`src/msrt_pkg.sv`:
```
// Package for the multi-slot repeat ticker: command codes and the
// transaction structs of the command and result channels.
// No dependencies.
package msrt_pkg;

    localparam logic [1:0] CMD_TICK  = 2'd0;
    localparam logic [1:0] CMD_ARM   = 2'd1;
    localparam logic [1:0] CMD_CLEAR = 2'd2;

    typedef struct packed {
        logic [1:0]         cmd;
        logic [3:0]         slot_index;
        logic [15:0]        start_delay;
        logic [15:0]        repeat_period;
        logic signed [15:0] repeat_count;
    } t_cmd;

    typedef struct packed {
        logic [3:0]         fired_slot;
        logic signed [15:0] remaining_count;
        logic               retired;
        logic               last;
    } t_result;

endpackage

```
`src/multi_slot_repeat_ticker_top.sv`:
```
// Multi-slot repeat ticker: arm and clear transactions complete without raising
// busy; a tick transaction keeps busy high while it walks the slot memory, one
// read-modify-write per cycle. Each fire is held until the next fire is found, then
// registered to the output; the final one, with last set, appears as busy falls.
// Reset clears the active bits; slot memory is not cleared, since only armed slots
// are ever used. Depends on msrt_pkg.
module multi_slot_repeat_ticker_top #(
    parameter int SLOTS       = 16,
    parameter int TICK_WIDTH  = 16,
    parameter int COUNT_WIDTH = 16
) (
    input  logic             i_clk,
    input  logic             i_rst_n,
    input  logic             start,
    output logic             busy,
    input  msrt_pkg::t_cmd   i_cmd,
    output logic             o_strobe,
    output msrt_pkg::t_result o_result
);

    localparam int IW = $clog2(SLOTS);
    localparam int TW = TICK_WIDTH;
    localparam int CW = COUNT_WIDTH;
    localparam int MW = 2 * TW + CW;
    localparam longint CMAX = (64'sd1 <<< (CW - 1)) - 64'sd1;
    localparam longint CMIN = -CMAX - 64'sd1;

    typedef enum logic {ST_IDLE, ST_WALK} t_state;

    t_state r_state;
    logic [SLOTS-1:0] r_active;
    logic [IW:0] r_rd_cnt;
    logic r_p1;
    logic [IW-1:0] r_p1_idx;
    logic [MW-1:0] r_rdata;
    logic r_pend_v;
    msrt_pkg::t_result r_pend;
    logic r_out_v;
    msrt_pkg::t_result r_out;

    logic [MW-1:0] mem [SLOTS];

    logic w_acc;
    logic w_in_range;
    logic [IW-1:0] w_arm_addr;
    logic w_issue;
    logic w_proc;
    logic w_done;
    logic [TW-1:0] w_ticks;
    logic [TW-1:0] w_period;
    logic signed [CW-1:0] w_count;
    logic [TW-1:0] w_tdec;
    logic w_fire;
    logic signed [CW-1:0] w_cdec;
    logic w_retire;
    logic [TW-1:0] w_new_ticks;
    logic signed [63:0] w_cnt_in;
    logic signed [CW-1:0] w_cnt_sat;
    logic w_we;
    logic [IW-1:0] w_waddr;
    logic [MW-1:0] w_wdata;
    msrt_pkg::t_result w_res;
    msrt_pkg::t_result w_pend_last;

    assign busy       = (r_state != ST_IDLE);
    assign w_acc      = start && !busy;
    assign w_in_range = (32'(i_cmd.slot_index) < SLOTS);
    assign w_arm_addr = IW'(i_cmd.slot_index);
    assign w_issue    = (r_state == ST_WALK) && (r_rd_cnt < (IW + 1)'(SLOTS));
    assign w_proc     = r_p1 && r_active[r_p1_idx];
    assign w_done     = !w_issue && !r_p1;

    always_comb begin
        w_cnt_in = 64'(i_cmd.repeat_count);
        if (w_cnt_in > CMAX) begin
            w_cnt_sat = CW'(CMAX);
        end else if (w_cnt_in < CMIN) begin
            w_cnt_sat = CW'(CMIN);
        end else begin
            w_cnt_sat = CW'(w_cnt_in);
        end
    end

    always_comb begin
        w_ticks  = r_rdata[MW-1 -: TW];
        w_period = r_rdata[TW+CW-1 -: TW];
        w_count  = r_rdata[CW-1:0];
        w_tdec   = (w_ticks != '0) ? w_ticks - TW'(1) : w_ticks;
        w_fire   = (w_tdec == '0);
        if (!w_count[CW-1] && (w_count != '0)) begin
            w_cdec = w_count - CW'(1);
        end else begin
            w_cdec = w_count;
        end
        w_retire = w_fire && (w_cdec == '0);
        if (!w_fire) begin
            w_new_ticks = w_tdec;
        end else if (w_retire) begin
            w_new_ticks = '0;
        end else begin
            w_new_ticks = w_period;
        end
        w_res.fired_slot      = 4'(r_p1_idx);
        w_res.remaining_count = 16'(w_cdec);
        w_res.retired         = w_retire;
        w_res.last            = 1'b0;
    end

    always_comb begin
        w_pend_last      = r_pend;
        w_pend_last.last = 1'b1;
    end

    always_comb begin
        if (w_proc) begin
            w_we    = 1'b1;
            w_waddr = r_p1_idx;
            w_wdata = {w_new_ticks, w_period, (w_fire ? w_cdec : w_count)};
        end else begin
            w_we    = w_acc && (i_cmd.cmd == msrt_pkg::CMD_ARM) && w_in_range;
            w_waddr = w_arm_addr;
            w_wdata = {TW'(i_cmd.start_delay), TW'(i_cmd.repeat_period), w_cnt_sat};
        end
    end

    always_ff @(posedge i_clk) begin
        if (w_we) begin
            mem[w_waddr] <= w_wdata;
        end
        if (w_issue) begin
            r_rdata <= mem[r_rd_cnt[IW-1:0]];
        end
    end

    always_ff @(posedge i_clk) begin
        if (!i_rst_n) begin
            r_state  <= ST_IDLE;
            r_active <= '0;
            r_rd_cnt <= '0;
            r_p1     <= 1'b0;
            r_pend_v <= 1'b0;
            r_out_v  <= 1'b0;
        end else begin
            case (r_state)
                ST_IDLE: begin
                    r_out_v <= 1'b0;
                    if (start) begin
                        case (i_cmd.cmd)
                            msrt_pkg::CMD_TICK: begin
                                r_state  <= ST_WALK;
                                r_rd_cnt <= '0;
                                r_pend_v <= 1'b0;
                            end
                            msrt_pkg::CMD_ARM: begin
                                if (w_in_range) begin
                                    r_active[w_arm_addr] <= 1'b1;
                                end
                            end
                            msrt_pkg::CMD_CLEAR: begin
                                if (w_in_range) begin
                                    r_active[w_arm_addr] <= 1'b0;
                                end
                            end
                            default: begin
                            end
                        endcase
                    end
                end
                ST_WALK: begin
                    r_p1     <= w_issue;
                    r_p1_idx <= r_rd_cnt[IW-1:0];
                    r_out_v  <= r_pend_v && ((w_proc && w_fire) || w_done);
                    if (w_issue) begin
                        r_rd_cnt <= r_rd_cnt + (IW + 1)'(1);
                    end
                    if (w_proc && w_fire) begin
                        if (w_retire) begin
                            r_active[r_p1_idx] <= 1'b0;
                        end
                        if (r_pend_v) begin
                            r_out <= r_pend;
                        end
                        r_pend   <= w_res;
                        r_pend_v <= 1'b1;
                    end
                    if (w_done) begin
                        if (r_pend_v) begin
                            r_out <= w_pend_last;
                        end
                        r_pend_v <= 1'b0;
                        r_state  <= ST_IDLE;
                    end
                end
                default: begin
                    r_out_v <= 1'b0;
                    r_state <= ST_IDLE;
                end
            endcase
        end
    end

    assign o_strobe = r_out_v;
    assign o_result = r_out;

    a_strobe_in_tick: assert property (@(posedge i_clk) disable iff (!i_rst_n)
        o_strobe |-> $past(busy))
        else $error("result strobe without a tick in progress");

    a_last_ends_tick: assert property (@(posedge i_clk) disable iff (!i_rst_n)
        o_strobe |-> (o_result.last == !busy))
        else $error("last flag does not match the end of the tick");

    a_retire_zero: assert property (@(posedge i_clk) disable iff (!i_rst_n)
        (o_strobe && o_result.retired) |-> (o_result.remaining_count == '0))
        else $error("retired slot reports a nonzero count");

    a_cnt_bound: assert property (@(posedge i_clk) disable iff (!i_rst_n)
        r_rd_cnt <= (IW + 1)'(SLOTS))
        else $error("read counter ran past the slot table");

endmodule

```
`config.mk`:
```
export PLATFORM = sky130hd
export DESIGN_NAME = multi_slot_repeat_ticker_top
export DESIGN_NICKNAME = d
export VERILOG_FILES = /design/src/msrt_pkg.sv /design/src/multi_slot_repeat_ticker_top.sv
export SDC_FILE = /design/constraint.sdc
export NUM_CORES = 1
export LEC_CHECK = 0
export BUFFER_PORTS_ARGS = -buffer_cell sky130_fd_sc_hd__buf_2
export CAP_MARGIN = 20
export CORE_ASPECT_RATIO = 1.4
export CORE_MARGIN = 1.5
export CORE_UTILIZATION = 62
export DETAILED_ROUTE_END_ITERATION = 8
export GPL_TIMING_DRIVEN = 1
export MAX_ROUTING_LAYER = met4
export PLACE_DENSITY = 0.79
export SLEW_MARGIN = 10
export SYNTH_ARGS = -nofsm -noshare
export SYNTH_HDL_FRONTEND = slang
export SYNTH_SLANG_ARGS = --single-unit
export TNS_END_PERCENT = 5
```
`constraint.sdc`:
```
create_clock -name i_clk -period 6.25 [get_ports i_clk]
set_clock_uncertainty 0.15 [all_clocks]
set_input_delay 0 -clock i_clk [delete_from_list [all_inputs] [get_ports i_clk]]
set_output_delay 0 -clock i_clk [all_outputs]
set_load 0.05 [all_outputs]
```
==> Flow_metrics.wiki <==
{| class="wikitable"
! Metric !! Value
|-
| Ant. Diodes || 0
|-
| Post-synthesis compound-gate area fraction || 0.0312
|-
| Routability cong. || between 0.9 and 1
|-
| Hold Crit Start || i_cmd[31]
|-
| Clk Tree Root Cell || sky130_fd_sc_hd__clkbuf_16
|-
| Final min period || between 5 and 6 ns
|-
| Vias in the first global route || approximately 20,000
|-
| Maximum operating frequency || between 150 and 200 MHz
|-
| Register-to-register setup slack || approximately 1.2 ns
|-
| Grt ovf || 0
|-
| Crit share post-route || 0.814
|-
| Synthesized area divided by synthesized cell count || between 15 and 20 um2
|-
| Cell type with the largest total area after synthesis || sky130_fd_sc_hd__edfxtp_1
|-
| Hold/Removal Path Class || in -> reg
|-
| Count of nets left with antenna violations after detail routing || 0
|-
| Warnings, synthesis || 0
|-
| Fraction of registers with async set or reset after synthesis || 0
|-
| Flip-flop and latch count after synthesis || about 890
|-
| Type of destination of the critical path || flip-flop
|-
| Syn_nets || approximately 1,900
|-
| Depth of the most critical reg-to-reg path || 8
|-
| Post-DR wirelength/cell || ~31 um
|-
| Starting density of the core || 0.628
|-
| Fin worst setup slack || around 1.2 ns
|-
| Worst hold path stage count || 3
|-
| Mux contribution to synthesized area || 0.161
|-
| Number of unique standard cell types used by synthesis || 68
|-
| Worst setup path class || reg -> reg
|-
| Setup repair after global routing missed its margin || false
|-
| Worst Hold Endpoint || mem[2][31]$_DFFE_PP_
|-
| Input/output buffers || 80
|-
| Number of vias after detailed routing || 19,690
|-
| Required @ worst endpoint || about 6.7 ns
|-
| WL final || approximately 88,000 um
|-
| Number of buffers created by CTS || 80
|-
| Worst-case clock buffer depth || 3
|-
| Cell count after placement || 2,636
|-
| Worst setup slack after placement || around 1.4 ns
|-
| Global-route wire length before repair || 131,000 um
|-
| Clock sinks || ~890
|-
| Pwr/cell area || roughly 300 mW/mm2
|-
| HPWL after DPL || between 40,000 and 50,000 um
|-
| WP data arrival || between 5 and 6 ns
|-
| Commonest register cell after synthesis || sky130_fd_sc_hd__edfxtp_1
|-
| Total of endpoints with negative setup slack in the final report || 0
|-
| Pin count of the biggest net entering global routing || roughly 110
|-
| Final routed DRC violation total || 0
|-
| Slowest stage cell, crit path || sky130_fd_sc_hd__nor4_2
|-
| Number of H-tree branching levels || 3
|-
| CP Max Fanout || 16
|-
| Total Nets Final || between 2,000 and 2,500
|-
| Synthesized-area fraction occupied by adder cells || 0.00208
|-
| Category of cells accounting for the largest share of critical-path delay || simple AND/OR/NAND/NOR gates
|-
| Die Outline Area || 0.0598 mm2
|-
| Core region area || 0.0575 mm2
|-
| Critical Path, Cell by Cell || nor4_2, a41oi_4, or3_4, a2111oi_4, nand3_4, or4_1, a211oi_1, dlygate4sd3_1
|-
| Sequential area share after synthesis || 0.731
|-
| Synthesized-area fraction occupied by and/or/nand/nor cells || 0.0553
|-
| GRT Resource Usage Total || 0.312
|-
| Remaining max-slew budget at the tightest pin || 0.262
|-
| Die width || ~210 um
|-
| Clock transition at the register clock pins on the worst setup and hold paths after CTS || roughly 0.070 ns
|-
| Transition at the pin with the smallest max-transition slack || ~1.1 ns
|-
| Share of the synthesized netlist area taken by xor and xnor gates || 0.00461
|-
| Final core utilization || 0.710
|-
| Reg-to-reg critical path startpoint || r_rdata[15]$_DFFE_PP_
|-
| Worst slack on hold paths || between 0.04 and 0.05 ns
|-
| Max-slew violation total from the final report || 0
|-
| Antenna violations before repair || 0
|-
| Number of filler cells placed in the layout || about 3,400
|-
| Share of Yosys cell area claimed by the top area cell type || 0.717
|-
| Startpoint type of the worst setup path || flip-flop
|-
| Clk_lat worst skew || about 0.65 ns
|-
| Count of flip-flops with a built-in enable after synthesis || around 860
|-
| Slowest cell delay on critical path || 0.94 ns
|-
| Aggregate negative setup slack || 0 ns
|-
| Area growth syn-to-layout || 13.0%
|-
| Worst vdd rail ir drop || ~0.31 mV
|-
| # rows || 104
|-
| Via density per instance || just under 7
|-
| Iter 0 DRT Violations || between 2,000 and 3,000
|-
| Share of post-route cells with drive strength above 1 || 0.260
|-
| I/O pin total || around 80
|-
| Largest family of logic cells by synthesized area || multiplexers
|-
| Final Instance Count excl. Fillers || around 2,800
|-
| First-pass iteration count of the detailed router || 6
|-
| CTS tree || yes
|-
| Count of buffering cells on the critical path with inverters included || 1
|-
| Largest cells by area after synthesis || sky130_fd_sc_hd__edfxtp_1 (72%), sky130_fd_sc_hd__mux4_2 (15%), sky130_fd_sc_hd__dfxtp_1 (1.4%), sky130_fd_sc_hd__nand2_1 (1.2%), sky130_fd_sc_hd__nor2_1 (1.0%)
|-
| Number of gates given a new drive strength after cts || 0
|-
| Leakage power summed over all cells || between 10 and 15 nW
|-
| Overall die height || between 200 and 300 um
|-
| Max_cap viols || 0
|-
| Run status || completed
|-
| Netlist area before placement || between 0.03 and 0.04 mm2
|-
| Post-Synthesis Cells || approximately 1,900
|-
| Final Hold Fails || 0
|}
-- cell families (layout without fill, tap and decap cells) --
family,count (synthesis),count (layout)
muxes,277,277
DFF,888,888
adders and majority gates,6,6
AOI/OAI and AO/OA,164,164
buffers and inverters,133,348
and+or+nand+nor,396,396
xor gates and xnor gates,19,19
-- metal layers --
layer,vias to the layer above,part of all wire,wire length [um],GRT usage
li1,8074,-,-,-
met1,10174,0.36,31900,0.404
met2,1238,0.51,45100,0.509
met3,204,0.094,8280,0.0451
met4,0,0.036,3170,0.117
met5,-,0,0,-
-- placed cells by master, fill, tap and decap left out, types with 17 or more instances in the layout --
master	count
sky130_fd_sc_hd__nor2_1	78
sky130_fd_sc_hd__mux4_2	244
sky130_fd_sc_hd__clkinv_1	17
sky130_fd_sc_hd__nor3_1	28
sky130_fd_sc_hd__nand4_1	27
sky130_fd_sc_hd__inv_1	18
sky130_fd_sc_hd__nand2_1	116
sky130_fd_sc_hd__buf_2	80
sky130_fd_sc_hd__buf_4	46
sky130_fd_sc_hd__dfxtp_1	21
sky130_fd_sc_hd__mux2i_1	31
sky130_fd_sc_hd__nor4_1	19
sky130_fd_sc_hd__clkbuf_16	82
sky130_fd_sc_hd__edfxtp_1	863
sky130_fd_sc_hd__a21oi_1	30
sky130_fd_sc_hd__nand3_1	35
sky130_fd_sc_hd__dlygate4sd3_1	54
sky130_fd_sc_hd__o21ai_0	39
-- Yosys cell counts (7+ instances only) --
cell / count
sky130_fd_sc_hd__edfxtp_1: 863
sky130_fd_sc_hd__mux4_2: 244
sky130_fd_sc_hd__nand2_1: 116
sky130_fd_sc_hd__nor2_1: 96
sky130_fd_sc_hd__clkbuf_1: 83
sky130_fd_sc_hd__o21ai_0: 44
sky130_fd_sc_hd__nand3_1: 35
sky130_fd_sc_hd__a21oi_1: 31
sky130_fd_sc_hd__mux2i_1: 31
sky130_fd_sc_hd__nor3_1: 29
sky130_fd_sc_hd__nand4_1: 27
sky130_fd_sc_hd__dfxtp_1: 25
sky130_fd_sc_hd__buf_1: 22
sky130_fd_sc_hd__nor4_1: 19
sky130_fd_sc_hd__inv_1: 18
sky130_fd_sc_hd__o31ai_1: 16
sky130_fd_sc_hd__a21boi_0: 13
sky130_fd_sc_hd__nor2b_1: 12
sky130_fd_sc_hd__or4_1: 11
sky130_fd_sc_hd__xnor2_1: 11
sky130_fd_sc_hd__a31oi_1: 10
sky130_fd_sc_hd__o211ai_1: 8
sky130_fd_sc_hd__xor2_1: 8
sky130_fd_sc_hd__and3_1: 7
sky130_fd_sc_hd__buf_2: 7
-- per-stage QoR --
step / area (um2) / power [mW]
global route: 40800 / 12.4
floorplan: 36100 / 7.02
detailed placement: 37600 / 7.17
global placement: 37600 / 7.15
CTS: 40700 / 12.1
finish: 40800 / 12.1
-- what timing repair did --
| item | CTS | global route |
|---|---|---|
| hold endpoints to repair | 573 | 30 |
| setup buffers | 0 | 0 |
| hold buffers | 50 | 4 |
-- where the power goes --
| part | leakage (nW) | internal, mW | switching, mW |
|---|---|---|---|
| Sequential | 7.98 | 6.57 | 0.0398 |
| Combinational | 3.23 | 0.197 | 0.274 |
| Clock | 1.27 | 2.83 | 2.16 |
| Total | 12.5 | 9.59 | 2.47 |
-- final cells by class --
cell class | instances | area [um2] | area share
repair buffers | 187 | 1400 | 0.0342
clock buffers | 97 | 2110 | 0.0516
inverters | 18 | 67.6 | 0.00165
clock inverters | 46 | 531 | 0.0130
well taps | 742 | 928 | 0.0227
flip-flops and latches | 888 | 26400 | 0.647
multi-input cells | 862 | 9370 | 0.229
-- worst min-delay path: cells and delay by family --
kind | cells | cell delay, ns
buf+inv | 1 | 0.11
simple gates | 2 | 0.49
-- registers in the layout (all words and copies together) (netlist names), named ones only --
signal,flops
r_pend_v,1
r_rd_cnt,5
r_p1_idx,4
r_p1,1
mem,768
r_rdata,48
o_strobe,1
busy,1
r_pend,21
-- worst max path at each step --
stage,to,startpoint,slack (ns),cells after the start
4_1_cts,flip-flop,r_rdata[15]$_DFFE_PP_,1.24,8
3_5_place_dp,mem[4][38]$_DFFE_PP_,r_rdata[15]$_DFFE_PP_,1.37,7
6_report,flip-flop,r_rdata[15]$_DFFE_PP_,1.16,8
5_1_grt,flip-flop,r_rdata[15]$_DFFE_PP_,0.91,8
3_3_place_gp,mem[0][41]$_DFFE_PP_,r_rdata[15]$_DFFE_PP_,1.66,7
2_1_floorplan,mem[0][0]$_DFFE_PP_,r_p1_idx[0]$_DFFE_PP_,1.25,8
No activity file was read; power rests on OpenSTA's default activity.
